===== config.mk =====
export PLATFORM = sky130hd
export DESIGN_NAME = tap_event_qualifier_unit
export DESIGN_NICKNAME = d
export VERILOG_FILES = /design/src/rtl/teq_pkg.sv /design/src/rtl/teq_front.sv /design/src/rtl/teq_fifo.sv /design/src/rtl/teq_back.sv /design/src/rtl/tap_event_qualifier_unit.sv
export SDC_FILE = /design/constraint.sdc
export NUM_CORES = 2
export LEC_CHECK = 0
export ABC_AREA = 1
export BUFFER_PORTS_ARGS = -buffer_cell sky130_fd_sc_hd__clkbuf_2
export CAP_MARGIN = 15
export CORE_ASPECT_RATIO = 0.5
export CORE_MARGIN = 2
export CORE_UTILIZATION = 27
export DETAILED_ROUTE_END_ITERATION = 7
export PLACE_DENSITY = 0.38
export SYNTH_ARGS = -nofsm -noshare
export SYNTH_HDL_FRONTEND = slang
export SYNTH_SLANG_ARGS = --single-unit

===== constraint.sdc =====
create_clock -name i_clk -period 20 [get_ports i_clk]
set_input_delay 4 -clock i_clk [delete_from_list [all_inputs] [get_ports i_clk]]
set_output_delay 4 -clock i_clk [all_outputs]
set_load 0.01 [all_outputs]

===== src/rtl/teq_pkg.sv =====
// ----------------------------------------------------------------------------
// teq_pkg
// Shared types, constants and helpers for the tap event qualifier.
// ----------------------------------------------------------------------------
package teq_pkg;

    localparam int TIME_BITS   = 32;
    localparam int SAMPLE_BITS = 16;
    localparam int ABS_BITS    = SAMPLE_BITS - 1;
    localparam int WEIGHT_BITS = 8;
    // three products of |sample| * weight
    localparam int SUM_BITS    = ABS_BITS + WEIGHT_BITS + 2;

    localparam int ENERGY_BITS = 16;
    localparam int COUNT_BITS  = 8;
    localparam int MASK_BITS   = 5;

    // divide by 100 as a multiply by a rounded-up reciprocal
    localparam longint unsigned PERCENT      = 100;
    localparam int              RECIP_SHIFT  = 32;
    localparam longint unsigned RECIP_MULT   =
        ((64'd1 << RECIP_SHIFT) + PERCENT - 64'd1) / PERCENT;
    localparam int              RECIP_BITS   = $clog2(RECIP_MULT + 1);
    localparam int              PROD_BITS    = SUM_BITS + RECIP_BITS;

    localparam int FIFO_DEPTH = 2;
    localparam int FIFO_PTR_W = $clog2(FIFO_DEPTH);
    localparam int FIFO_CNT_W = $clog2(FIFO_DEPTH + 1);

    // configuration register indexes
    localparam int CFG_IDX_W = 4;
    localparam int CFG_DATA_W = 24;
    localparam logic [CFG_IDX_W-1:0] REG_PEAK_TH     = 4'd0;
    localparam logic [CFG_IDX_W-1:0] REG_ENERGY_TH   = 4'd1;
    localparam logic [CFG_IDX_W-1:0] REG_ACTIVE_TH   = 4'd2;
    localparam logic [CFG_IDX_W-1:0] REG_ACTIVE_NEED = 4'd3;
    localparam logic [CFG_IDX_W-1:0] REG_REBOUND_TH  = 4'd4;
    localparam logic [CFG_IDX_W-1:0] REG_COOLDOWN    = 4'd5;
    localparam logic [CFG_IDX_W-1:0] REG_CONFIRM     = 4'd6;
    localparam logic [CFG_IDX_W-1:0] REG_WEIGHTS     = 4'd7;

    // fail mask bits
    localparam int FAIL_COOLDOWN = 0;
    localparam int FAIL_PEAK     = 1;
    localparam int FAIL_ENERGY   = 2;
    localparam int FAIL_ACTIVE   = 3;
    localparam int FAIL_REBOUND  = 4;

    typedef struct packed {
        logic [14:0] peak_th;
        logic [15:0] energy_th;
        logic [15:0] active_th;
        logic [7:0]  active_need;
        logic [14:0] rebound_th;
        logic [15:0] cooldown_ms;
        logic [15:0] confirm_ms;
        logic [23:0] weights;
    } t_cfg;

    localparam t_cfg CFG_RESET = '{
        peak_th:     15'd200,
        energy_th:   16'd1000,
        active_th:   16'd100,
        active_need: 8'd3,
        rebound_th:  15'd100,
        cooldown_ms: 16'd1000,
        confirm_ms:  16'd50,
        weights:     24'h640000
    };

    // one classified sample handed from front to back
    typedef struct packed {
        logic [ENERGY_BITS-1:0]        motion;
        logic [ABS_BITS-1:0]           abs_z;
        logic signed [SAMPLE_BITS-1:0] dz;
        logic [TIME_BITS-1:0]          now;
        logic                          win_done;
    } t_item;

    typedef struct packed {
        logic                   accepted;
        logic [MASK_BITS-1:0]   fault_flags;
        logic [ABS_BITS-1:0]    peak_z;
        logic [ENERGY_BITS-1:0] energy;
        logic [COUNT_BITS-1:0]  active;
        logic                   rebound;
    } t_result;

    // magnitude, with the most negative value clamped to the largest positive
    function automatic logic [ABS_BITS-1:0] abs_clamp(input logic [SAMPLE_BITS-1:0] v);
        logic [SAMPLE_BITS-1:0] mag;
        mag = v[SAMPLE_BITS-1] ? (~v + 1'b1) : v;
        return mag[SAMPLE_BITS-1] ? {ABS_BITS{1'b1}} : mag[ABS_BITS-1:0];
    endfunction

endpackage


===== src/rtl/teq_front.sv =====
// ----------------------------------------------------------------------------
// teq_front
// Three-stage front end: magnitudes and window flag, weighted sum, divide by
// one hundred with saturation. Hands classified items to the queue.
// ----------------------------------------------------------------------------
module teq_front (
    input  logic                              i_clk,
    input  logic                              i_rst_n,
    input  teq_pkg::t_cfg                     i_cfg,
    input  logic                              i_valid,
    output logic                              o_ready,
    input  logic [teq_pkg::SAMPLE_BITS-1:0]   i_delta_x,
    input  logic [teq_pkg::SAMPLE_BITS-1:0]   i_delta_y,
    input  logic [teq_pkg::SAMPLE_BITS-1:0]   i_delta_z,
    input  logic [teq_pkg::TIME_BITS-1:0]     i_now_ms,
    input  logic [teq_pkg::TIME_BITS-1:0]     i_window_start_ms,
    output logic                              o_push,
    input  logic                              i_push_ready,
    output teq_pkg::t_item                    o_item
);
    import teq_pkg::*;

    logic en1, en2, en3;

    // stage 1
    logic                          r1_v;
    logic [ABS_BITS-1:0]           r1_ax, r1_ay, r1_az;
    logic signed [SAMPLE_BITS-1:0] r1_dz;
    logic [TIME_BITS-1:0]          r1_now;
    logic                          r1_done;
    logic [TIME_BITS-1:0]          elapsed;

    // stage 2
    logic                          r2_v;
    logic [SUM_BITS-1:0]           r2_sum;
    logic [ABS_BITS-1:0]           r2_az;
    logic signed [SAMPLE_BITS-1:0] r2_dz;
    logic [TIME_BITS-1:0]          r2_now;
    logic                          r2_done;
    logic [SUM_BITS-1:0]           px, py, pz;

    // stage 3
    logic                          r3_v;
    t_item                         r3_item;
    logic [PROD_BITS-1:0]          prod;
    logic [31:0]                   quot;
    logic [ENERGY_BITS-1:0]        motion;

    assign en3     = !r3_v || i_push_ready;
    assign en2     = !r2_v || en3;
    assign en1     = !r1_v || en2;
    assign o_ready = en1;

    assign elapsed = i_now_ms - i_window_start_ms;

    assign px = SUM_BITS'(r1_ax) * SUM_BITS'(i_cfg.weights[7:0]);
    assign py = SUM_BITS'(r1_ay) * SUM_BITS'(i_cfg.weights[15:8]);
    assign pz = SUM_BITS'(r1_az) * SUM_BITS'(i_cfg.weights[23:16]);

    assign prod   = PROD_BITS'(r2_sum) * PROD_BITS'(RECIP_MULT[RECIP_BITS-1:0]);
    assign quot   = 32'(prod >> RECIP_SHIFT);
    assign motion = (quot > 32'h0000_FFFF) ? {ENERGY_BITS{1'b1}} : quot[ENERGY_BITS-1:0];

    always_ff @(posedge i_clk) begin
        if (!i_rst_n) begin
            r1_v <= 1'b0;
            r2_v <= 1'b0;
            r3_v <= 1'b0;
        end else begin
            if (en1) r1_v <= i_valid;
            if (en2) r2_v <= r1_v;
            if (en3) r3_v <= r2_v;
        end
    end

    always_ff @(posedge i_clk) begin
        if (en1 && i_valid) begin
            r1_ax   <= abs_clamp(i_delta_x);
            r1_ay   <= abs_clamp(i_delta_y);
            r1_az   <= abs_clamp(i_delta_z);
            r1_dz   <= i_delta_z;
            r1_now  <= i_now_ms;
            r1_done <= elapsed >= TIME_BITS'(i_cfg.confirm_ms);
        end
        if (en2 && r1_v) begin
            r2_sum  <= px + py + pz;
            r2_az   <= r1_az;
            r2_dz   <= r1_dz;
            r2_now  <= r1_now;
            r2_done <= r1_done;
        end
        if (en3 && r2_v) begin
            r3_item.motion   <= motion;
            r3_item.abs_z    <= r2_az;
            r3_item.dz       <= r2_dz;
            r3_item.now      <= r2_now;
            r3_item.win_done <= r2_done;
        end
    end

    assign o_push = r3_v;
    assign o_item = r3_item;

endmodule


===== src/rtl/teq_fifo.sv =====
// ----------------------------------------------------------------------------
// teq_fifo
// Short queue of classified items between front and back.
// ----------------------------------------------------------------------------
module teq_fifo (
    input  logic            i_clk,
    input  logic            i_rst_n,
    input  logic            i_push,
    output logic            o_push_ready,
    input  teq_pkg::t_item  i_item,
    output logic            o_not_empty,
    input  logic            i_pop,
    output teq_pkg::t_item  o_item
);
    import teq_pkg::*;

    t_item                 r_mem [FIFO_DEPTH];
    logic [FIFO_PTR_W-1:0] r_wr_ptr, r_rd_ptr;
    logic [FIFO_CNT_W-1:0] r_count;
    logic                  do_push, do_pop;

    assign o_push_ready = r_count != FIFO_CNT_W'(FIFO_DEPTH);
    assign o_not_empty  = r_count != '0;
    assign do_push      = i_push && o_push_ready;
    assign do_pop       = i_pop && o_not_empty;
    assign o_item       = r_mem[r_rd_ptr];

    always_ff @(posedge i_clk) begin
        if (!i_rst_n) begin
            r_wr_ptr <= '0;
            r_rd_ptr <= '0;
            r_count  <= '0;
        end else begin
            if (do_push) r_wr_ptr <= r_wr_ptr + 1'b1;
            if (do_pop)  r_rd_ptr <= r_rd_ptr + 1'b1;
            if (do_push && !do_pop) r_count <= r_count + 1'b1;
            else if (do_pop && !do_push) r_count <= r_count - 1'b1;
        end
    end

    always_ff @(posedge i_clk) begin
        if (do_push) r_mem[r_wr_ptr] <= i_item;
    end

endmodule


===== src/rtl/teq_back.sv =====
// ----------------------------------------------------------------------------
// teq_back
// Back end: cooldown check, window statistics, decision and result register.
// ----------------------------------------------------------------------------
module teq_back (
    input  logic              i_clk,
    input  logic              i_rst_n,
    input  teq_pkg::t_cfg     i_cfg,
    input  logic              i_not_empty,
    output logic              o_pop,
    input  teq_pkg::t_item    i_item,
    output logic              o_valid,
    input  logic              i_ready,
    output teq_pkg::t_result  o_result
);
    import teq_pkg::*;

    logic [TIME_BITS-1:0]          r_last, n_last;
    logic [ENERGY_BITS-1:0]        r_energy, n_energy;
    logic [COUNT_BITS-1:0]         r_count, n_count;
    logic [ABS_BITS-1:0]           r_peak_abs, n_peak_abs;
    logic signed [SAMPLE_BITS-1:0] r_pos, n_pos, r_neg, n_neg;
    logic                          r_out_v;
    t_result                       r_out, n_out;
    logic                          n_emit;

    logic [TIME_BITS-1:0]          since;
    logic                          cool;
    logic [ENERGY_BITS:0]          esum;
    logic [ENERGY_BITS-1:0]        u_energy;
    logic [COUNT_BITS-1:0]         u_count;
    logic [ABS_BITS-1:0]           u_peak;
    logic signed [SAMPLE_BITS-1:0] u_pos, u_neg;
    logic signed [SAMPLE_BITS:0]   th_pos, th_neg;
    logic                          rebound;
    logic [MASK_BITS-1:0]          mask;

    assign o_pop = i_not_empty && (!r_out_v || i_ready);

    assign since  = i_item.now - r_last;
    assign cool   = since < TIME_BITS'(i_cfg.cooldown_ms);

    assign esum     = {1'b0, r_energy} + {1'b0, i_item.motion};
    assign u_energy = esum[ENERGY_BITS] ? {ENERGY_BITS{1'b1}} : esum[ENERGY_BITS-1:0];
    assign u_count  = (i_item.motion >= i_cfg.active_th && r_count != {COUNT_BITS{1'b1}})
                      ? r_count + 1'b1 : r_count;
    assign u_peak   = (i_item.abs_z > r_peak_abs) ? i_item.abs_z : r_peak_abs;
    assign u_pos    = (i_item.dz > r_pos) ? i_item.dz : r_pos;
    assign u_neg    = (i_item.dz < r_neg) ? i_item.dz : r_neg;

    assign th_pos  = $signed({{(SAMPLE_BITS + 1 - ABS_BITS){1'b0}}, i_cfg.rebound_th});
    assign th_neg  = -th_pos;
    assign rebound = ($signed({u_pos[SAMPLE_BITS-1], u_pos}) >= th_pos)
                  && ($signed({u_neg[SAMPLE_BITS-1], u_neg}) <= th_neg);

    always_comb begin
        mask = '0;
        mask[FAIL_PEAK]    = u_peak < i_cfg.peak_th;
        mask[FAIL_ENERGY]  = u_energy < i_cfg.energy_th;
        mask[FAIL_ACTIVE]  = u_count < i_cfg.active_need;
        mask[FAIL_REBOUND] = !rebound;
    end

    always_comb begin
        n_last     = r_last;
        n_energy   = r_energy;
        n_count    = r_count;
        n_peak_abs = r_peak_abs;
        n_pos      = r_pos;
        n_neg      = r_neg;
        n_emit     = 1'b0;
        n_out      = r_out;
        if (cool) begin
            // reject at once, leave the window alone
            n_emit              = 1'b1;
            n_out               = '0;
            n_out.fault_flags[FAIL_COOLDOWN] = 1'b1;
        end else if (i_item.win_done) begin
            n_emit         = 1'b1;
            n_out.accepted    = mask == '0;
            n_out.fault_flags = mask;
            n_out.peak_z      = u_peak;
            n_out.energy      = u_energy;
            n_out.active      = u_count;
            n_out.rebound     = rebound;
            if (mask == '0) n_last = i_item.now;
            n_energy   = '0;
            n_count    = '0;
            n_peak_abs = '0;
            n_pos      = '0;
            n_neg      = '0;
        end else begin
            n_energy   = u_energy;
            n_count    = u_count;
            n_peak_abs = u_peak;
            n_pos      = u_pos;
            n_neg      = u_neg;
        end
    end

    always_ff @(posedge i_clk) begin
        if (!i_rst_n) begin
            r_last     <= '0;
            r_energy   <= '0;
            r_count    <= '0;
            r_peak_abs <= '0;
            r_pos      <= '0;
            r_neg      <= '0;
            r_out_v    <= 1'b0;
        end else begin
            if (o_pop) begin
                r_last     <= n_last;
                r_energy   <= n_energy;
                r_count    <= n_count;
                r_peak_abs <= n_peak_abs;
                r_pos      <= n_pos;
                r_neg      <= n_neg;
            end
            if (o_pop && n_emit) r_out_v <= 1'b1;
            else if (i_ready)    r_out_v <= 1'b0;
        end
    end

    always_ff @(posedge i_clk) begin
        if (o_pop && n_emit) r_out <= n_out;
    end

    assign o_valid  = r_out_v;
    assign o_result = r_out;

endmodule


===== src/rtl/tap_event_qualifier_unit.sv =====
// ----------------------------------------------------------------------------
// tap_event_qualifier_unit
// Qualifies accelerometer taps from 3-axis delta samples: cooldown, peak,
// energy, active count and Z rebound checks over a confirm window.
// ----------------------------------------------------------------------------
//
// Channel  Direction  Handshake                  Payload
// -------  ---------  -------------------------  --------------------------------
// in       slave      i_in_valid / o_in_ready    delta_x/y/z, now_ms, window_start_ms
// out      master     o_out_valid / i_out_ready  accepted, fault_flags, peak_z,
//                                                window_energy, active_samples,
//                                                rebound_seen
// cfg      slave      i_cfg_valid / o_cfg_ready  i_cfg_index, i_cfg_data
//
// One item per cycle sustained while the output is not stalled. From input
// accept to result valid, the accepting edge loads the first of three front
// stages (magnitudes, weighted sum, reciprocal multiply by 1/100), then one
// queue slot and the result register follow. The back stage updates the
// window statistics once per cycle, which sets the rate. Samples still inside
// the window produce no result unless rejected by cooldown.
// Reset is synchronous, active low; it restores register defaults and clears
// the window statistics and last accept time. A stalled output holds the back
// stage; the two-entry queue absorbs the front until it fills.
// ----------------------------------------------------------------------------
module tap_event_qualifier_unit (
    input  logic                               i_clk,
    input  logic                               i_rst_n,
    // input samples
    input  logic                               i_in_valid,
    output logic                               o_in_ready,
    input  logic [teq_pkg::SAMPLE_BITS-1:0]    i_delta_x,
    input  logic [teq_pkg::SAMPLE_BITS-1:0]    i_delta_y,
    input  logic [teq_pkg::SAMPLE_BITS-1:0]    i_delta_z,
    input  logic [teq_pkg::TIME_BITS-1:0]      i_now_ms,
    input  logic [teq_pkg::TIME_BITS-1:0]      i_window_start_ms,
    // results
    output logic                               o_out_valid,
    input  logic                               i_out_ready,
    output logic                               o_accepted,
    output logic [teq_pkg::MASK_BITS-1:0]      o_fault_flags,
    output logic [teq_pkg::ABS_BITS-1:0]       o_peak_z,
    output logic [teq_pkg::ENERGY_BITS-1:0]    o_window_energy,
    output logic [teq_pkg::COUNT_BITS-1:0]     o_active_samples,
    output logic                               o_rebound_seen,
    // configuration writes
    input  logic                               i_cfg_valid,
    output logic                               o_cfg_ready,
    input  logic [teq_pkg::CFG_IDX_W-1:0]      i_cfg_index,
    input  logic [teq_pkg::CFG_DATA_W-1:0]     i_cfg_data
);
    import teq_pkg::*;

    t_cfg    r_cfg;
    logic    push, push_ready, not_empty, pop;
    t_item   front_item, queue_item;
    t_result result;

    // Configuration registers: always ready, out-of-range indexes dropped.
    assign o_cfg_ready = 1'b1;

    always_ff @(posedge i_clk) begin
        if (!i_rst_n) begin
            r_cfg <= CFG_RESET;
        end else if (i_cfg_valid) begin
            unique case (i_cfg_index)
                REG_PEAK_TH:     r_cfg.peak_th     <= i_cfg_data[14:0];
                REG_ENERGY_TH:   r_cfg.energy_th   <= i_cfg_data[15:0];
                REG_ACTIVE_TH:   r_cfg.active_th   <= i_cfg_data[15:0];
                REG_ACTIVE_NEED: r_cfg.active_need <= i_cfg_data[7:0];
                REG_REBOUND_TH:  r_cfg.rebound_th  <= i_cfg_data[14:0];
                REG_COOLDOWN:    r_cfg.cooldown_ms <= i_cfg_data[15:0];
                REG_CONFIRM:     r_cfg.confirm_ms  <= i_cfg_data[15:0];
                REG_WEIGHTS:     r_cfg.weights     <= i_cfg_data[23:0];
                default: ;
            endcase
        end
    end

    // Front: classify each item and compute its weighted motion.
    teq_front u_front (
        .i_clk             (i_clk),
        .i_rst_n           (i_rst_n),
        .i_cfg             (r_cfg),
        .i_valid           (i_in_valid),
        .o_ready           (o_in_ready),
        .i_delta_x         (i_delta_x),
        .i_delta_y         (i_delta_y),
        .i_delta_z         (i_delta_z),
        .i_now_ms          (i_now_ms),
        .i_window_start_ms (i_window_start_ms),
        .o_push            (push),
        .i_push_ready      (push_ready),
        .o_item            (front_item)
    );

    // Queue: decouple front and back stalls.
    teq_fifo u_fifo (
        .i_clk        (i_clk),
        .i_rst_n      (i_rst_n),
        .i_push       (push),
        .o_push_ready (push_ready),
        .i_item       (front_item),
        .o_not_empty  (not_empty),
        .i_pop        (pop),
        .o_item       (queue_item)
    );

    // Back: advance the window statistics and issue decisions.
    teq_back u_back (
        .i_clk       (i_clk),
        .i_rst_n     (i_rst_n),
        .i_cfg       (r_cfg),
        .i_not_empty (not_empty),
        .o_pop       (pop),
        .i_item      (queue_item),
        .o_valid     (o_out_valid),
        .i_ready     (i_out_ready),
        .o_result    (result)
    );

    assign o_accepted       = result.accepted;
    assign o_fault_flags    = result.fault_flags;
    assign o_peak_z         = result.peak_z;
    assign o_window_energy  = result.energy;
    assign o_active_samples = result.active;
    assign o_rebound_seen   = result.rebound;

endmodule

==> impl_metrics.yaml <==
global_route:
  overflow: 0
  grt_pass1_vias: 43800
  grt_pass1_wl_um: 275000
  antenna_found_initial: 15
  grt_use_total_pct: 16.5
  grt_max_degree: 86
run:
  cap_violations: 0
final_layout:
  num-fill-cells: 23000
  register_area_um2: 18900
  multiInputGateArea_um2: 33000
  synthToLayoutAreaGrowth_pct: 11.6
  nets: 8137
  drive_gt1_share_pct: 6.32
sta:
  worst_pin_slew_ns: 1.20
  fin_crit_sh_pct: 49.1
  skew_ns: 0.0493
  max_freq_mhz: 102
  hold_viol: 0
  fin_crit_ns: 9.82
  maxSlewViolCount: 0
  setup_viol: 0
  relSlewSlack_pct: 19.8
  rsz0062_at_grt: "no"
  finalSetupTns_ns: 0
setup_path:
  cp.depth: 32
  crit_buf_inv: 4
  cp-end-kind: "flip-flop"
  startpoint_type: "flip-flop"
  cp_slowest_stage_delay_ns: 0.70
  endpoint: "u_front.r2_sum[22]"
  crit_top_cell: "fa_1"
  crit_family: "adder cells"
  cp-startpoint: "r_cfg[1]"
  r2r-start: "r_cfg[1]"
  cp.arrival_ns: 10.25
  cpMaxStageDelayCell: "dfxtp_1"
  cp_max_fo: 16
  critPathRequiredTime_ns: 20.43
  critPathKind: "flip-flop to flip-flop"
  r2r_cells: 32
  r2r_end: "u_front.r2_sum[22]"
  rrSetupSlack_ns: 10.18
die:
  dieHeight_um: 333
  start_util_pct: 27.2
  num_io_pins: 194
  die_area_um2: 221000
  dieWidth_um: 662
  rows: 120
  core-area_um2: 215000
synthesis:
  synth_seq_cells: 707
  synth_seq_area_share_pct: 32.2
  synth-main-ff-cell: "edfxtp_1"
  syn_inst: 6744
  synth-edff-count: 469
  synth_top_area_cell: "edfxtp_1"
  synth_warnings: 0
  yosys-top-cells-area: "edfxtp_1 24%, fa_1 17%, ha_1 13%, inv_1 10%, dfxtp_1 8.1%"
  ys_types: 51
  async_flop_share_pct: 0
  synth_area_per_cell_um2: 8.67
  netlist_area_um2: 58500
  syn_nets: 8028
  netlist.area_leader.share_pct: 24.1
placed_design:
  globalplace.congestion: 0.828
  place_hpwl_um: 146000
  numPortBuffers: 192
clock_network:
  cts_resized: 0
  clock_sinks: 707
  root_buffer: "clkbuf_16"
  htree_levels: 3
  clk_pin_slew_worst_paths_ns: 0.06
  cts.path.max_buffers: 3
  cts_hold_buf: 0
  cts_tree: "yes"
  insertion_delay_ns: 0.69
  post-cts-setup-buffer-count: 0
  numCtsBuffers: 79
drt:
  antenna_left: 0
  vias_per_cell: 4.37
  route.top_layer_used: "met4"
  met2_length_um: 85400
  first_pass_iters: 8
  wire_per_inst_um: 18.6
  wl_met1_um: 88000
  route.detailed.drc: 0
  wl_um: 182000
  first_iter_violations: 2706
  num_vias: 42800
  met3_length_um: 5030
min_path:
  hp-class: "flip-flop to flip-flop"
  holdPathStages: 0
status:
  status: "completed"
==> how the worst min path moves through the flow <==
stage / endpoint / startpoint / slack (ns)
CTS: u_front.o_item[58] / u_front.r2_az[9] / 0.40
floorplan: u_front.o_item[0] / u_front.r2_done / 0.40
global placement: u_front.o_item[50] / u_front.r2_az[1] / 0.40
global route: u_front.o_item[58] / u_front.r2_az[9] / 0.41
detailed placement: u_front.o_item[24] / u_front.r2_now[23] / 0.40
finish: u_front.o_item[58] / u_front.r2_az[9] / 0.39
==> cell usage after synthesis (all sizes together) (6+ instances only) <==
master	count
a31oi	22
fa	511
o21bai	10
a211oi	10
nor2	407
a21oi	415
a21o	14
nand3	141
dfxtp	238
or2	28
nand2	1269
nor3	57
inv	1581
o31ai	6
o21ai	324
clkbuf	155
a21boi	8
ha	628
xor2	86
nand3b	15
buf	40
nor4	14
xnor2	45
nand4	158
o211ai	21
edfxtp	469
nor3b	9
mux2	29
==> worst reg2reg max path: cells and delay by family (launching register included) <==
kind	cells	cell delay (ns)
XOR/XNOR	2	0.29
buffers and inverters	4	0.24
AO/OA/AOI/OAI	9	1.97
AND/OR/NAND/NOR	5	0.83
adder cells (fa/ha/maj)	12	5.53
flip-flops	1	0.70
==> registers in the layout (all words and copies together), names as in the netlist, 2 cells and up, named ones only <==
name               count
u_back.r_pos          16
u_back.r_energy       16
u_front.r1_ay         15
r_cfg                126
u_fifo.r_mem         160
u_back.r_count         8
u_front.r1_az         15
u_back.r_neg          16
u_fifo.r_count         2
u_front.r2_sum        25
u_front.r2_now        32
u_front.r1_dz         16
u_back.o_result       46
u_back.r_peak_abs     15
u_front.o_item        80
u_front.r2_az         15
u_front.r2_dz         16
u_front.r1_ax         15
u_front.r1_now        32
u_back.r_last         32
==> layer usage <==
layer / GRT usage, % / vias to the layer above
met2: 27.8 / 564
met3: 1.65 / 159
met1: 22.9 / 20500
met5: 0 / -
met4: 3.22 / 0
li1: - / 21500
==> layout by cell type, fill, tap and decap left out, types with 15 or more instances in the layout <==
cell | netlist | final
nand3_1 | 141 | 141
a31oi_1 | 22 | 22
xnor2_1 | 45 | 45
inv_1 | 1570 | 1568
clkbuf_1 | 152 | 16
nor2_1 | 405 | 401
o211ai_1 | 21 | 21
fa_1 | 511 | 511
edfxtp_1 | 469 | 469
clkinv_2 | 0 | 16
nor3_1 | 57 | 57
clkbuf_16 | 0 | 81
buf_4 | 4 | 32
mux2_2 | 29 | 29
xor2_1 | 86 | 86
ha_1 | 628 | 628
o21ai_0 | 317 | 317
dfxtp_1 | 238 | 237
nand3b_1 | 15 | 15
a21oi_1 | 415 | 412
nand4_1 | 157 | 157
or2_2 | 27 | 27
nand2_1 | 1266 | 1266
clkbuf_2 | 3 | 191
==> area by class of cell <==
class / count / area share [%]
clock buffer: 101 / 3.28
inverter: 1582 / 9.11
timing repair buffer: 223 / 1.83
sequential: 707 / 28.9
tap: 2867 / 5.50
multi-input combinational: 4260 / 50.6
antenna: 3 / 0.0115
clock inverter: 46 / 0.801
==> kinds of logic (layout without fill, tap and decap cells) <==
group | after synthesis | after routing | share of synthesized area [%]
compound gates | 851 | 851 | 7.76
xor+xnor | 131 | 131 | 1.96
fa+ha+maj | 1139 | 1139 | 30.9
buf+inv | 1777 | 1952 | 11.5
flops | 707 | 707 | 32.2
mux | 33 | 33 | 0.627
other cells | 1 | 4 | 0.00641
simple gates | 2105 | 2105 | 15.0
==> metrics by stage <==
stage               hold slack [ns]  area [µm²]  utilization (%)  worst slack, ns  instances
global placement              0.401       62600             29.2            10.21       9639
detailed placement            0.405       62600             29.2            10.14       9639
finish                        0.392       65300             30.4            10.18       9789
CTS                           0.402       65300             30.4            10.10       9786
global route                  0.411       65300             30.4             9.57       9786
floorplan                     0.400       58500                -            10.97       6744
Power is left out: the tool's default activity adds up to more than one toggle a clock period on the data nets, which glitch-free logic cannot reach.
